===== src/rtl/fcs_pkg.sv =====
// Shared types, codes and constants of the flash command sequencer.
package fcs_pkg;

  // Command opcodes
  localparam logic [2:0] OP_ERASE   = 3'd0;
  localparam logic [2:0] OP_PROGRAM = 3'd1;
  localparam logic [2:0] OP_READ_ID = 3'd2;
  localparam logic [2:0] OP_DATA    = 3'd3;
  localparam logic [2:0] OP_END     = 3'd4;

  // Result kinds
  localparam logic [1:0] BK_WRITE = 2'd0;
  localparam logic [1:0] BK_READ  = 2'd1;
  localparam logic [1:0] BK_DONE  = 2'd2;

  // Done status
  localparam logic [1:0] ST_OK        = 2'd0;
  localparam logic [1:0] ST_ERASE_ERR = 2'd1;
  localparam logic [1:0] ST_PROG_TMO  = 2'd2;

  // Configuration register indexes
  localparam logic [2:0] CFG_ERASE_LIMIT = 3'd0;
  localparam logic [2:0] CFG_PROG_LIMIT  = 3'd1;
  localparam logic [2:0] CFG_ID_MAKER    = 3'd2;
  localparam logic [2:0] CFG_ID_DEVICE   = 3'd3;
  localparam logic [2:0] CFG_ARRAY_WORD  = 3'd4;

  // Configuration reset values
  localparam logic [24:0] RST_ERASE_LIMIT = 25'h1280000;
  localparam logic [15:0] RST_PROG_LIMIT  = 16'h1000;
  localparam logic [23:0] RST_ID_MAKER    = 24'h000000;
  localparam logic [23:0] RST_ID_DEVICE   = 24'h000002;
  localparam logic [15:0] RST_ARRAY_WORD  = 16'hF0F0;

  // Flash bus command set
  localparam logic [23:0] UNLOCK_ADDR1     = 24'h000AAA;
  localparam logic [23:0] UNLOCK_ADDR2     = 24'h000554;
  localparam logic [15:0] UNLOCK_DATA1     = 16'hAAAA;
  localparam logic [15:0] UNLOCK_DATA2     = 16'h5555;
  localparam logic [15:0] CMD_ERASE_SETUP  = 16'h8080;
  localparam logic [15:0] CMD_SECTOR_ERASE = 16'h3030;
  localparam logic [15:0] CMD_PROGRAM      = 16'hA0A0;
  localparam logic [15:0] CMD_AUTOSELECT   = 16'h9090;
  localparam logic [15:0] CMD_RESET        = 16'hF0F0;
  localparam int          TOGGLE_BIT       = 6;
  localparam int          TIMEOUT_BIT      = 5;

  // Job kinds handed from front to back
  localparam logic [2:0] JOB_ERASE    = 3'd0;
  localparam logic [2:0] JOB_PROGRAM  = 3'd1;
  localparam logic [2:0] JOB_ID_START = 3'd2;
  localparam logic [2:0] JOB_READ     = 3'd3;
  localparam logic [2:0] JOB_FINISH   = 3'd4;
  localparam logic [2:0] JOB_DONE     = 3'd5;
  localparam logic [2:0] JOB_ID_END   = 3'd6;

  // Job queue
  localparam int QUEUE_DEPTH = 4;
  localparam int QUEUE_PTR_W = $clog2(QUEUE_DEPTH);
  localparam int QUEUE_CNT_W = $clog2(QUEUE_DEPTH + 1);

  typedef struct packed {
    logic [2:0]  kind;
    logic [23:0] addr;
    logic [15:0] word;
    logic [1:0]  status;
    logic [31:0] id;
  } job_t;

  typedef struct packed {
    logic push;
    logic pop;
  } q_ctrl_t;

  typedef struct packed {
    logic full;
    logic empty;
  } q_stat_t;

endpackage


===== src/rtl/fcs_if.sv =====
// Handshake channel interfaces: commands, bus results and configuration writes.
interface fcs_cmd_if (input logic clk);
  logic        valid;
  logic        ready;
  logic [2:0]  opcode;
  logic [23:0] target_address;
  logic [15:0] write_word;
  logic        dry_run;
  logic [15:0] returned_word;

  modport source (input clk, input ready,
                  output valid, opcode, target_address, write_word, dry_run, returned_word);
  modport sink   (input clk, input valid, opcode, target_address, write_word, dry_run,
                  returned_word, output ready);
endinterface

interface fcs_res_if (input logic clk);
  logic        valid;
  logic        ready;
  logic [1:0]  bus_kind;
  logic [23:0] bus_address;
  logic [15:0] bus_word;
  logic [1:0]  result_status;
  logic [31:0] chip_id;
  logic        last_of_run;

  modport source (input clk, input ready,
                  output valid, bus_kind, bus_address, bus_word, result_status, chip_id,
                  last_of_run);
  modport sink   (input clk, input valid, bus_kind, bus_address, bus_word, result_status,
                  chip_id, last_of_run, output ready);
endinterface

interface fcs_cfg_if (input logic clk);
  logic        valid;
  logic        ready;
  logic [2:0]  index;
  logic [24:0] data;

  modport source (input clk, input ready, output valid, index, data);
  modport sink   (input clk, input valid, index, data, output ready);
endinterface


===== src/rtl/flash_command_sequencer.sv =====
// Top level of the flash command sequencer: front end, job queue and bus back end.
//
//   channel  role   transaction carries
//   -------  -----  ------------------------------------------------------------
//   cmd      sink   opcode, target_address, write_word, dry_run, returned_word
//   bus      source bus_kind, bus_address, bus_word, result_status, chip_id,
//                   last_of_run
//   cfg      sink   index, data (register write, always ready)
//
// A command is classified in the cycle it is accepted; cmd stays ready while the
// four-entry job queue has room, so commands may arrive every cycle.
// The back end sets the rate: one result per cycle while bus is ready. An erase gives
// seven items, program five, read id four then two, finish three and poll read one.
// A stall on bus holds the output register; the queue absorbs new commands meanwhile.
// Reset (rst, synchronous) restores register defaults and idles both ends.
module flash_command_sequencer (
  input  logic      clk,
  input  logic      rst,
  fcs_cmd_if.sink   cmd,
  fcs_res_if.source bus,
  fcs_cfg_if.sink   cfg
);

  fcs_pkg::q_ctrl_t qctrl;
  fcs_pkg::q_stat_t qstat;
  fcs_pkg::job_t    push_job;
  fcs_pkg::job_t    head_job;
  logic             push;
  logic             pop;

  assign qctrl.push = push;
  assign qctrl.pop  = pop;

  // Classify commands and advance the sequencer state
  fcs_front u_front (
    .clk   (clk),
    .rst   (rst),
    .cmd   (cmd),
    .cfg   (cfg),
    .qstat (qstat),
    .push  (push),
    .job   (push_job)
  );

  // Hold pending jobs so either end can stall alone
  fcs_queue u_queue (
    .clk    (clk),
    .rst    (rst),
    .ctrl   (qctrl),
    .wr_job (push_job),
    .rd_job (head_job),
    .stat   (qstat)
  );

  // Expand the head job into bus transactions
  fcs_back u_back (
    .clk   (clk),
    .rst   (rst),
    .job   (head_job),
    .qstat (qstat),
    .pop   (pop),
    .bus   (bus)
  );

  // Never push into a full queue
  a_no_overflow: assert property (@(posedge clk) disable iff (rst)
    push |-> !qstat.full)
    else $error("job pushed into full queue");

  // Never pop an empty queue
  a_no_underflow: assert property (@(posedge clk) disable iff (rst)
    pop |-> !qstat.empty)
    else $error("job popped from empty queue");

  // A push without a pop leaves a job waiting
  a_push_lands: assert property (@(posedge clk) disable iff (rst)
    (push && !pop) |=> !qstat.empty)
    else $error("pushed job lost");

  // Every done item closes its run
  a_done_last: assert property (@(posedge clk) disable iff (rst)
    (bus.valid && bus.bus_kind == fcs_pkg::BK_DONE) |-> bus.last_of_run)
    else $error("done item not marked last");

endmodule


===== src/rtl/fcs_queue.sv =====
// Short job queue between the command front end and the bus back end.
module fcs_queue (
  input  logic           clk,
  input  logic           rst,
  input  fcs_pkg::q_ctrl_t ctrl,
  input  fcs_pkg::job_t  wr_job,
  output fcs_pkg::job_t  rd_job,
  output fcs_pkg::q_stat_t stat
);

  fcs_pkg::job_t entries [fcs_pkg::QUEUE_DEPTH];
  logic [fcs_pkg::QUEUE_PTR_W-1:0] wr_ptr;
  logic [fcs_pkg::QUEUE_PTR_W-1:0] rd_ptr;
  logic [fcs_pkg::QUEUE_CNT_W-1:0] count;

  localparam logic [fcs_pkg::QUEUE_CNT_W-1:0] FULL_COUNT =
    fcs_pkg::QUEUE_CNT_W'(fcs_pkg::QUEUE_DEPTH);
  localparam logic [fcs_pkg::QUEUE_PTR_W-1:0] LAST_PTR =
    fcs_pkg::QUEUE_PTR_W'(fcs_pkg::QUEUE_DEPTH - 1);

  assign stat.full  = (count == FULL_COUNT);
  assign stat.empty = (count == '0);
  assign rd_job     = entries[rd_ptr];

  always_ff @(posedge clk) begin
    if (ctrl.push) begin
      entries[wr_ptr] <= wr_job;
    end
  end

  always_ff @(posedge clk) begin
    if (rst) begin
      wr_ptr <= '0;
      rd_ptr <= '0;
      count  <= '0;
    end else begin
      if (ctrl.push) begin
        wr_ptr <= (wr_ptr == LAST_PTR) ? '0 : wr_ptr + 1'b1;
      end
      if (ctrl.pop) begin
        rd_ptr <= (rd_ptr == LAST_PTR) ? '0 : rd_ptr + 1'b1;
      end
      case ({ctrl.push, ctrl.pop})
        2'b10:   count <= count + 1'b1;
        2'b01:   count <= count - 1'b1;
        default: count <= count;
      endcase
    end
  end

endmodule


===== src/rtl/fcs_front.sv =====
// Command front end: holds configuration and sequencer state, turns each command into a job.
module fcs_front (
  input  logic             clk,
  input  logic             rst,
  fcs_cmd_if.sink          cmd,
  fcs_cfg_if.sink          cfg,
  input  fcs_pkg::q_stat_t qstat,
  output logic             push,
  output fcs_pkg::job_t    job
);

  localparam logic [3:0] PH_IDLE  = 4'd0;
  localparam logic [3:0] PH_ER1   = 4'd1;
  localparam logic [3:0] PH_ER2   = 4'd2;
  localparam logic [3:0] PH_ER3   = 4'd3;
  localparam logic [3:0] PH_EC1   = 4'd4;
  localparam logic [3:0] PH_EC2   = 4'd5;
  localparam logic [3:0] PH_PPOLL = 4'd6;
  localparam logic [3:0] PH_ID1   = 4'd7;
  localparam logic [3:0] PH_ID2   = 4'd8;

  logic [24:0] erase_poll_limit;
  logic [15:0] program_poll_limit;
  logic [23:0] id_maker_address;
  logic [23:0] id_device_address;
  logic [15:0] array_mode_word;

  logic [3:0]  phase, phase_next;
  logic [23:0] saved_address, saved_address_next;
  logic [15:0] expected_word, expected_word_next;
  logic [24:0] poll_count, poll_count_next;
  logic        first_toggle_sample, first_toggle_sample_next;
  logic [15:0] maker_code, maker_code_next;
  logic        session_open, session_open_next;
  logic        session_wet, session_wet_next;
  logic [23:0] session_start, session_start_next;

  logic        accept;
  logic        bit6;
  logic [24:0] poll_inc;
  logic [24:0] erase_lim;
  logic [24:0] prog_lim;

  assign cmd.ready = !qstat.full;
  assign cfg.ready = 1'b1;
  assign accept    = cmd.valid && cmd.ready;
  assign bit6      = cmd.returned_word[fcs_pkg::TOGGLE_BIT];
  assign poll_inc  = poll_count + 25'd1;
  assign erase_lim = (erase_poll_limit == '0) ? 25'd1 : erase_poll_limit;
  assign prog_lim  = (program_poll_limit == '0) ? 25'd1 : {9'd0, program_poll_limit};

  always_ff @(posedge clk) begin
    if (rst) begin
      erase_poll_limit   <= fcs_pkg::RST_ERASE_LIMIT;
      program_poll_limit <= fcs_pkg::RST_PROG_LIMIT;
      id_maker_address   <= fcs_pkg::RST_ID_MAKER;
      id_device_address  <= fcs_pkg::RST_ID_DEVICE;
      array_mode_word    <= fcs_pkg::RST_ARRAY_WORD;
    end else if (cfg.valid) begin
      case (cfg.index)
        fcs_pkg::CFG_ERASE_LIMIT: erase_poll_limit   <= cfg.data;
        fcs_pkg::CFG_PROG_LIMIT:  program_poll_limit <= cfg.data[15:0];
        fcs_pkg::CFG_ID_MAKER:    id_maker_address   <= cfg.data[23:0];
        fcs_pkg::CFG_ID_DEVICE:   id_device_address  <= cfg.data[23:0];
        fcs_pkg::CFG_ARRAY_WORD:  array_mode_word    <= cfg.data[15:0];
        default: ;
      endcase
    end
  end

  always_comb begin
    phase_next               = phase;
    saved_address_next       = saved_address;
    expected_word_next       = expected_word;
    poll_count_next          = poll_count;
    first_toggle_sample_next = first_toggle_sample;
    maker_code_next          = maker_code;
    session_open_next        = session_open;
    session_wet_next         = session_wet;
    session_start_next       = session_start;
    push                     = 1'b0;
    job.kind                 = fcs_pkg::JOB_READ;
    job.addr                 = saved_address;
    job.word                 = '0;
    job.status               = fcs_pkg::ST_OK;
    job.id                   = '0;

    if (accept) begin
      if (cmd.opcode == fcs_pkg::OP_DATA) begin
        case (phase)
          PH_ER1: begin
            first_toggle_sample_next = bit6;
            push       = 1'b1;
            phase_next = PH_ER2;
          end
          PH_ER2: begin
            push = 1'b1;
            if (bit6 == first_toggle_sample) begin
              job.kind   = fcs_pkg::JOB_FINISH;
              phase_next = PH_IDLE;
            end else begin
              phase_next = PH_ER3;
            end
          end
          PH_ER3: begin
            push = 1'b1;
            if (cmd.returned_word[fcs_pkg::TIMEOUT_BIT]) begin
              phase_next = PH_EC1;
            end else begin
              poll_count_next = poll_inc;
              if (poll_inc >= erase_lim) begin
                // limit reached: report success and reset the part
                job.kind   = fcs_pkg::JOB_FINISH;
                phase_next = PH_IDLE;
              end else begin
                phase_next = PH_ER1;
              end
            end
          end
          PH_EC1: begin
            first_toggle_sample_next = bit6;
            push       = 1'b1;
            phase_next = PH_EC2;
          end
          PH_EC2: begin
            push       = 1'b1;
            job.kind   = fcs_pkg::JOB_FINISH;
            job.status = (bit6 != first_toggle_sample) ? fcs_pkg::ST_ERASE_ERR
                                                       : fcs_pkg::ST_OK;
            phase_next = PH_IDLE;
          end
          PH_PPOLL: begin
            push = 1'b1;
            if (cmd.returned_word == expected_word) begin
              job.kind   = fcs_pkg::JOB_DONE;
              phase_next = PH_IDLE;
            end else begin
              poll_count_next = poll_inc;
              if (poll_inc >= prog_lim) begin
                job.kind          = fcs_pkg::JOB_FINISH;
                job.status        = fcs_pkg::ST_PROG_TMO;
                phase_next        = PH_IDLE;
                session_open_next = 1'b0;
                session_wet_next  = 1'b0;
              end
            end
          end
          PH_ID1: begin
            maker_code_next = cmd.returned_word;
            push            = 1'b1;
            job.addr        = id_device_address;
            phase_next      = PH_ID2;
          end
          PH_ID2: begin
            push       = 1'b1;
            job.kind   = fcs_pkg::JOB_ID_END;
            job.addr   = '0;
            job.word   = array_mode_word;
            job.id     = {maker_code, cmd.returned_word};
            phase_next = PH_IDLE;
          end
          default: ;
        endcase
      end else if (phase == PH_IDLE) begin
        case (cmd.opcode)
          fcs_pkg::OP_ERASE: begin
            saved_address_next = cmd.target_address;
            poll_count_next    = '0;
            push               = 1'b1;
            job.kind           = fcs_pkg::JOB_ERASE;
            job.addr           = cmd.target_address;
            phase_next         = PH_ER1;
          end
          fcs_pkg::OP_PROGRAM: begin
            if (!session_open) begin
              session_open_next  = 1'b1;
              session_wet_next   = 1'b0;
              session_start_next = cmd.target_address;
            end
            saved_address_next = cmd.target_address;
            expected_word_next = cmd.write_word;
            poll_count_next    = '0;
            push               = 1'b1;
            if (cmd.dry_run) begin
              job.kind = fcs_pkg::JOB_DONE;
            end else begin
              session_wet_next = 1'b1;
              job.kind         = fcs_pkg::JOB_PROGRAM;
              job.addr         = cmd.target_address;
              job.word         = cmd.write_word;
              phase_next       = PH_PPOLL;
            end
          end
          fcs_pkg::OP_READ_ID: begin
            push       = 1'b1;
            job.kind   = fcs_pkg::JOB_ID_START;
            job.addr   = id_maker_address;
            phase_next = PH_ID1;
          end
          fcs_pkg::OP_END: begin
            push     = 1'b1;
            job.addr = session_start;
            job.kind = (session_open && session_wet) ? fcs_pkg::JOB_FINISH
                                                     : fcs_pkg::JOB_DONE;
            session_open_next = 1'b0;
            session_wet_next  = 1'b0;
          end
          default: ;
        endcase
      end
    end
  end

  always_ff @(posedge clk) begin
    if (rst) begin
      phase               <= PH_IDLE;
      saved_address       <= '0;
      expected_word       <= '0;
      poll_count          <= '0;
      first_toggle_sample <= 1'b0;
      maker_code          <= '0;
      session_open        <= 1'b0;
      session_wet         <= 1'b0;
      session_start       <= '0;
    end else begin
      phase               <= phase_next;
      saved_address       <= saved_address_next;
      expected_word       <= expected_word_next;
      poll_count          <= poll_count_next;
      first_toggle_sample <= first_toggle_sample_next;
      maker_code          <= maker_code_next;
      session_open        <= session_open_next;
      session_wet         <= session_wet_next;
      session_start       <= session_start_next;
    end
  end

endmodule


===== src/rtl/fcs_back.sv =====
// Bus back end: expands queued jobs into bus writes, reads and done items, one per cycle while bus is ready.
module fcs_back (
  input  logic             clk,
  input  logic             rst,
  input  fcs_pkg::job_t    job,
  input  fcs_pkg::q_stat_t qstat,
  output logic             pop,
  fcs_res_if.source        bus
);

  typedef struct packed {
    logic [1:0]  kind;
    logic [23:0] addr;
    logic [15:0] word;
    logic [1:0]  status;
    logic [31:0] id;
    logic        last;
  } item_t;

  function automatic item_t item_of(input fcs_pkg::job_t j, input logic [2:0] pos);
    item_t it;
    logic [15:0] cmd_word;
    it.kind   = fcs_pkg::BK_WRITE;
    it.addr   = '0;
    it.word   = '0;
    it.status = fcs_pkg::ST_OK;
    it.id     = '0;
    it.last   = 1'b0;
    case (j.kind)
      fcs_pkg::JOB_PROGRAM:  cmd_word = fcs_pkg::CMD_PROGRAM;
      fcs_pkg::JOB_ID_START: cmd_word = fcs_pkg::CMD_AUTOSELECT;
      default:               cmd_word = fcs_pkg::CMD_ERASE_SETUP;
    endcase
    case (j.kind)
      fcs_pkg::JOB_ERASE, fcs_pkg::JOB_PROGRAM, fcs_pkg::JOB_ID_START: begin
        case (pos)
          3'd0, 3'd3: begin
            it.addr = fcs_pkg::UNLOCK_ADDR1;
            it.word = fcs_pkg::UNLOCK_DATA1;
          end
          3'd1, 3'd4: begin
            it.addr = fcs_pkg::UNLOCK_ADDR2;
            it.word = fcs_pkg::UNLOCK_DATA2;
          end
          3'd2: begin
            it.addr = fcs_pkg::UNLOCK_ADDR1;
            it.word = cmd_word;
          end
          default: begin
            it.addr = j.addr;
            it.word = fcs_pkg::CMD_SECTOR_ERASE;
          end
        endcase
        // the tail of each command sequence
        if (j.kind == fcs_pkg::JOB_ID_START && pos == 3'd3) begin
          it.kind = fcs_pkg::BK_READ;
          it.addr = j.addr;
          it.word = '0;
          it.last = 1'b1;
        end
        if (j.kind == fcs_pkg::JOB_PROGRAM && pos == 3'd3) begin
          it.addr = j.addr;
          it.word = j.word;
        end
        if ((j.kind == fcs_pkg::JOB_PROGRAM && pos == 3'd4) ||
            (j.kind == fcs_pkg::JOB_ERASE && pos == 3'd6)) begin
          it.kind = fcs_pkg::BK_READ;
          it.addr = j.addr;
          it.word = '0;
          it.last = 1'b1;
        end
      end
      fcs_pkg::JOB_READ: begin
        it.kind = fcs_pkg::BK_READ;
        it.addr = j.addr;
        it.last = 1'b1;
      end
      fcs_pkg::JOB_FINISH: begin
        if (pos == 3'd2) begin
          it.kind   = fcs_pkg::BK_DONE;
          it.status = j.status;
          it.last   = 1'b1;
        end else begin
          it.addr = j.addr;
          it.word = fcs_pkg::CMD_RESET;
        end
      end
      fcs_pkg::JOB_ID_END: begin
        if (pos == 3'd1) begin
          it.kind = fcs_pkg::BK_DONE;
          it.id   = j.id;
          it.last = 1'b1;
        end else begin
          it.word = j.word;
        end
      end
      default: begin
        it.kind   = fcs_pkg::BK_DONE;
        it.status = j.status;
        it.id     = j.id;
        it.last   = 1'b1;
      end
    endcase
    return it;
  endfunction

  logic [2:0] step;
  logic       load;
  item_t      cur;

  assign cur  = item_of(job, step);
  assign load = !qstat.empty && (!bus.valid || bus.ready);
  assign pop  = load && cur.last;

  always_ff @(posedge clk) begin
    if (rst) begin
      bus.valid <= 1'b0;
      step      <= '0;
    end else begin
      if (load) begin
        bus.valid <= 1'b1;
        step      <= cur.last ? 3'd0 : step + 3'd1;
      end else if (bus.ready) begin
        bus.valid <= 1'b0;
      end
    end
  end

  always_ff @(posedge clk) begin
    if (load) begin
      bus.bus_kind      <= cur.kind;
      bus.bus_address   <= cur.addr;
      bus.bus_word      <= cur.word;
      bus.result_status <= cur.status;
      bus.chip_id       <= cur.id;
      bus.last_of_run   <= cur.last;
    end
  end

endmodule

===== src/flat_wrapper.sv =====
// flat-port wrapper written by rule: the top's interface ports become plain ports
module flash_command_sequencer_flat 
  (clk, rst, cmd_valid, cmd_opcode, cmd_target_address, cmd_write_word, cmd_dry_run, cmd_returned_word, cmd_ready, bus_ready, bus_valid, bus_bus_kind, bus_bus_address, bus_bus_word, bus_result_status, bus_chip_id, bus_last_of_run, cfg_valid, cfg_index, cfg_data, cfg_ready);
  fcs_cmd_if cmd_i (.clk(clk));
  fcs_res_if bus_i (.clk(clk));
  fcs_cfg_if cfg_i (.clk(clk));
  input  logic clk;
  input  logic rst;
  input wire logic [$bits(cmd_i.valid)-1:0] cmd_valid;
  input wire logic [$bits(cmd_i.opcode)-1:0] cmd_opcode;
  input wire logic [$bits(cmd_i.target_address)-1:0] cmd_target_address;
  input wire logic [$bits(cmd_i.write_word)-1:0] cmd_write_word;
  input wire logic [$bits(cmd_i.dry_run)-1:0] cmd_dry_run;
  input wire logic [$bits(cmd_i.returned_word)-1:0] cmd_returned_word;
  output wire logic [$bits(cmd_i.ready)-1:0] cmd_ready;
  input wire logic [$bits(bus_i.ready)-1:0] bus_ready;
  output wire logic [$bits(bus_i.valid)-1:0] bus_valid;
  output wire logic [$bits(bus_i.bus_kind)-1:0] bus_bus_kind;
  output wire logic [$bits(bus_i.bus_address)-1:0] bus_bus_address;
  output wire logic [$bits(bus_i.bus_word)-1:0] bus_bus_word;
  output wire logic [$bits(bus_i.result_status)-1:0] bus_result_status;
  output wire logic [$bits(bus_i.chip_id)-1:0] bus_chip_id;
  output wire logic [$bits(bus_i.last_of_run)-1:0] bus_last_of_run;
  input wire logic [$bits(cfg_i.valid)-1:0] cfg_valid;
  input wire logic [$bits(cfg_i.index)-1:0] cfg_index;
  input wire logic [$bits(cfg_i.data)-1:0] cfg_data;
  output wire logic [$bits(cfg_i.ready)-1:0] cfg_ready;
  assign cmd_i.valid = cmd_valid;
  assign cmd_i.opcode = cmd_opcode;
  assign cmd_i.target_address = cmd_target_address;
  assign cmd_i.write_word = cmd_write_word;
  assign cmd_i.dry_run = cmd_dry_run;
  assign cmd_i.returned_word = cmd_returned_word;
  assign cmd_ready = cmd_i.ready;
  assign bus_i.ready = bus_ready;
  assign bus_valid = bus_i.valid;
  assign bus_bus_kind = bus_i.bus_kind;
  assign bus_bus_address = bus_i.bus_address;
  assign bus_bus_word = bus_i.bus_word;
  assign bus_result_status = bus_i.result_status;
  assign bus_chip_id = bus_i.chip_id;
  assign bus_last_of_run = bus_i.last_of_run;
  assign cfg_i.valid = cfg_valid;
  assign cfg_i.index = cfg_index;
  assign cfg_i.data = cfg_data;
  assign cfg_ready = cfg_i.ready;
  flash_command_sequencer u_core (.clk(clk), .rst(rst), .cmd(cmd_i), .bus(bus_i), .cfg(cfg_i));
endmodule

===== config.mk =====
export PLATFORM = sky130hd
export DESIGN_NAME = flash_command_sequencer_flat
export DESIGN_NICKNAME = d
export VERILOG_FILES = /design/src/rtl/fcs_pkg.sv /design/src/rtl/fcs_if.sv /design/src/rtl/flash_command_sequencer.sv /design/src/rtl/fcs_queue.sv /design/src/rtl/fcs_front.sv /design/src/rtl/fcs_back.sv /design/src/flat_wrapper.sv
export SDC_FILE = /design/constraint.sdc
export NUM_CORES = 1
export LEC_CHECK = 0
export ABC_CLOCK_PERIOD_IN_PS = 4500
export BUFFER_PORTS_ARGS = -buffer_cell sky130_fd_sc_hd__buf_2
export CAP_MARGIN = 10
export CORE_AREA = 2 2 213 215
export DETAILED_ROUTE_END_ITERATION = 8
export DIE_AREA = 0 0 215 217
export GPL_ROUTABILITY_DRIVEN = 1
export GPL_TIMING_DRIVEN = 0
export HOLD_SLACK_MARGIN = 0.03
export PLACE_DENSITY = 0.85
export SYNTH_ARGS = -nofsm -noshare
export SYNTH_HDL_FRONTEND = slang
export SYNTH_SLANG_ARGS = --single-unit

===== constraint.sdc =====
create_clock -name clk -period 4.5 [get_ports clk]
set_input_delay 0.45 -clock clk [delete_from_list [all_inputs] [get_ports clk]]
set_output_delay 0.45 -clock clk [all_outputs]
set_load 0.01 [all_outputs]

==> results.tsv <==
stage	metric	value	unit
timing	rsz0062_at_grt	no	
yosys	synthCells	2235	
power	ir_drop	0.449	mV
placement	place_ws	-261	ps
cells_and_area	most-common-layout-cells	nand2_1, edfxtp_1, a21oi_1, dfxtp_1, buf_2	
timing	finalSetupTns	0	ps
grt	track_usage	0.305	
yosys	yosysWarnings	0	
placement	dp_hpwl	49.5	mm
routing	vias_per_cell	6.26	
placement	numPortBuffers	166	
yosys	synth_ff_type	edfxtp_1	
yosys	async_flop_share	0	
worst_hold_path	hp-class	primary input to flip-flop	
clock_tree	cts_sinks	615	
setup_path	endpoint_kind	flip-flop	
cells_and_area	final_common_cell	nand2_1	
setup_path	worst-endpoint-required	4800	ps
routing	drcViolationCount	0	
setup_path	timing.rr.start	u_core.u_front.poll_count[0]$_SDFFE_PP0P_	
die	io_pins	173	
clock_tree	clk_latency	620	ps
routing	wirelength	71.7	mm
cells_and_area	syn_to_final_growth	14.3	%
placement	routabilityCongestion	0.954	
power	p_leak	10.7	nW
cells_and_area	layout-drive-gt1-share	0.159	
die	die_width	215	um
setup_path	r2r_slack	180	ps
die	start_util	0.589	
routing	vias	19500	
grt	grt_pass1_vias	19000	
yosys	yosysSeqAreaShare	0.614	
timing	hold_violations	0	
yosys	avgSynthCellArea	11.8	sq um
yosys	syn_area	26300	sq um
timing	post-route-period-util	0.960	
die	rows	78	
die	fp.dieArea	46700	sq um
grt	antenna_found_initial	5	
clock_tree	clock-root-buffer	clkbuf_16	
clock_tree	hold_buffers	0	
clock_tree	cts_buffer_depth	3	
timing	relSlewSlack	0.288	
routing	ant_nets	0	
clock_tree	htreeDepth	2	
run_status	status	finished, final reports clean	
worst_hold_path	min_from	cmd_target_address[2]	
setup_path	startpoint_type	flip-flop	
setup_path	cp_max_fo	7	
timing	fin_crit	4320	ps
cells_and_area	nNetsFinal	2614	
grt	grt_first_pass_wirelength	109	mm
flow_run	maxCapViolCount	0	
timing	finalWorstSetupSlack	182	ps
setup_path	crit_type	flip-flop to flip-flop	
die	core	44700	sq um
yosys	synth-edff-count	385	
power	powerDensity	508	nW/um^2
placement	dp_cells	3006	
setup_path	arrival	4620	ps
timing	drv_slew	0	
routing	dr.pass1.iters	8	
grt	overflow	0	
cells_and_area	layout.cells.non_filler	3120	
setup_path	worstSetupStartpoint	u_core.u_front.poll_count[0]$_SDFFE_PP0P_	
routing	first_iter_violations	2356	
timing	finalSetupViolCount	0	
timing	finClkSkew	15.8	ps
timing	timing.fmax	0.232	GHz
die	dieHeight	217	um
clock_tree	cts-buffers-inserted	57	
clock_tree	cts_tree	built	
yosys	ys_ff_latch	615	
routing	avgRoutedWirePerCell	23.0	um
clock_tree	clk_pin_slew	60	ps
yosys	synth_nets	2382	
yosys	synthDistinctLibCells	85	
timing	worst_slew_pin_slew	1060	ps
grt	grt_max_degree	74	
[logic make-up after synthesis]
kind of cell | after synthesis | share of synthesized area
buffers and inverters | 209 | 0.0312
DFF | 615 | 0.614
and+or+nand+nor | 801 | 0.142
muxes | 88 | 0.0696
other | 1 | 0.000142
xor gates and xnor gates | 47 | 0.0156
AOI/OAI and AO/OA | 420 | 0.102
adders and majority gates | 54 | 0.0259
[layout make-up]
class / instances / area, sq um
multi-input combinational: 1411 / 9420
buffer: 141 / 568
inverter: 68 / 258
clock buffer: 76 / 1580
clock inverter: 32 / 372
tap: 600 / 751
fill: 3110 / 14600
antenna: 4 / 10.0
sequential: 615 / 16200
timing repair buffer: 173 / 983
[per-layer routing]
| metal | GRT usage | wire (um) |
|---|---|---|
| met1 | 0.406 | 26900 |
| met2 | 0.496 | 34200 |
| met3 | 0.0611 | 7730 |
| met4 | 0.124 | 2880 |
| met5 | 0 | 47 |
[cells in the mapped netlist, drive strengths merged (43+ instances only)]
| cell | number | area (sq um) |
|---|---|---|
| a21oi | 233 | 1180 |
| and3 | 46 | 293 |
| clkbuf | 120 | 453 |
| and2 | 43 | 272 |
| edfxtp | 385 | 11600 |
| nor2 | 102 | 385 |
| inv | 68 | 255 |
| ha | 53 | 663 |
| nand2 | 426 | 1600 |
| mux4 | 76 | 1710 |
| dfxtp | 230 | 4600 |
| o21ai | 46 | 234 |
| nand3 | 58 | 295 |
[metrics by stage]
step / area [sq um] / util / hold slack, ps / power, mW
global placement: 27900 / 0.625 / 440 / 10.2
finish: 30100 / 0.674 / 97.8 / 15.3
CTS: 30100 / 0.672 / 73.6 / 15.3
floorplan: 26300 / - / 432 / 9.14
global route: 30100 / 0.673 / 99.2 / 15.8
detailed placement: 28100 / 0.628 / 447 / 10.3
[sequential cells by signal (all words and copies together) (netlist names), 3 cells and up, named ones only]
name,count
u_core.u_back.bus.bus_address,24
u_core.u_back.bus.bus_word,16
u_core.u_back.bus.chip_id,32
u_core.u_back.step,3
u_core.u_front.array_mode_word,16
u_core.u_front.erase_poll_limit,25
u_core.u_front.expected_word,16
u_core.u_front.id_device_address,24
u_core.u_front.id_maker_address,24
u_core.u_front.maker_code,16
u_core.u_front.phase,4
u_core.u_front.poll_count,25
u_core.u_front.program_poll_limit,16
u_core.u_front.saved_address,24
u_core.u_front.session_start,24
u_core.u_queue.count,3
u_core.u_queue.entries,308
[power breakdown]
group / leakage (nW) / switching [mW] / internal, mW
clock network: 0.965 / 2.11 / 2.93
logic: 4.25 / 2.01 / 1.26
registers: 5.45 / 0.196 / 6.80
[critical path, stage by stage, from the launching register on]
cell and delay (ps):
dfxtp_2 400, ha_2 280, nand3_1 180, or2_2 360, nor2_1 160, nand3_1 140, xnor2_2 190, ha_1 320
nand4_1 210, nor4_4 360, o221ai_1 190, nand2_1 160, o311ai_1 130, or3b_2 490, o211ai_1 170, o211ai_1 280
[timing repair]
item	CTS	global route
setup buffers	2	0
resized for setup	2	7
setup endpoints to repair	8	12
pin swaps	1	1
[final timing paths]
path / endpoint / cells past startpoint
worst min register to register: u_core.u_front.erase_poll_limit[7]$_SDFFE_PP0P_ / 2
worst max-delay path: u_core.u_queue.entries[1][74]$_DFFE_PP_ / 15
worst min-delay path: u_core.u_front.saved_address[2]$_SDFFE_PP0P_ / 3
worst max register to register: u_core.u_queue.entries[1][74]$_DFFE_PP_ / 15
No activity file was read; power rests on OpenSTA's default activity.
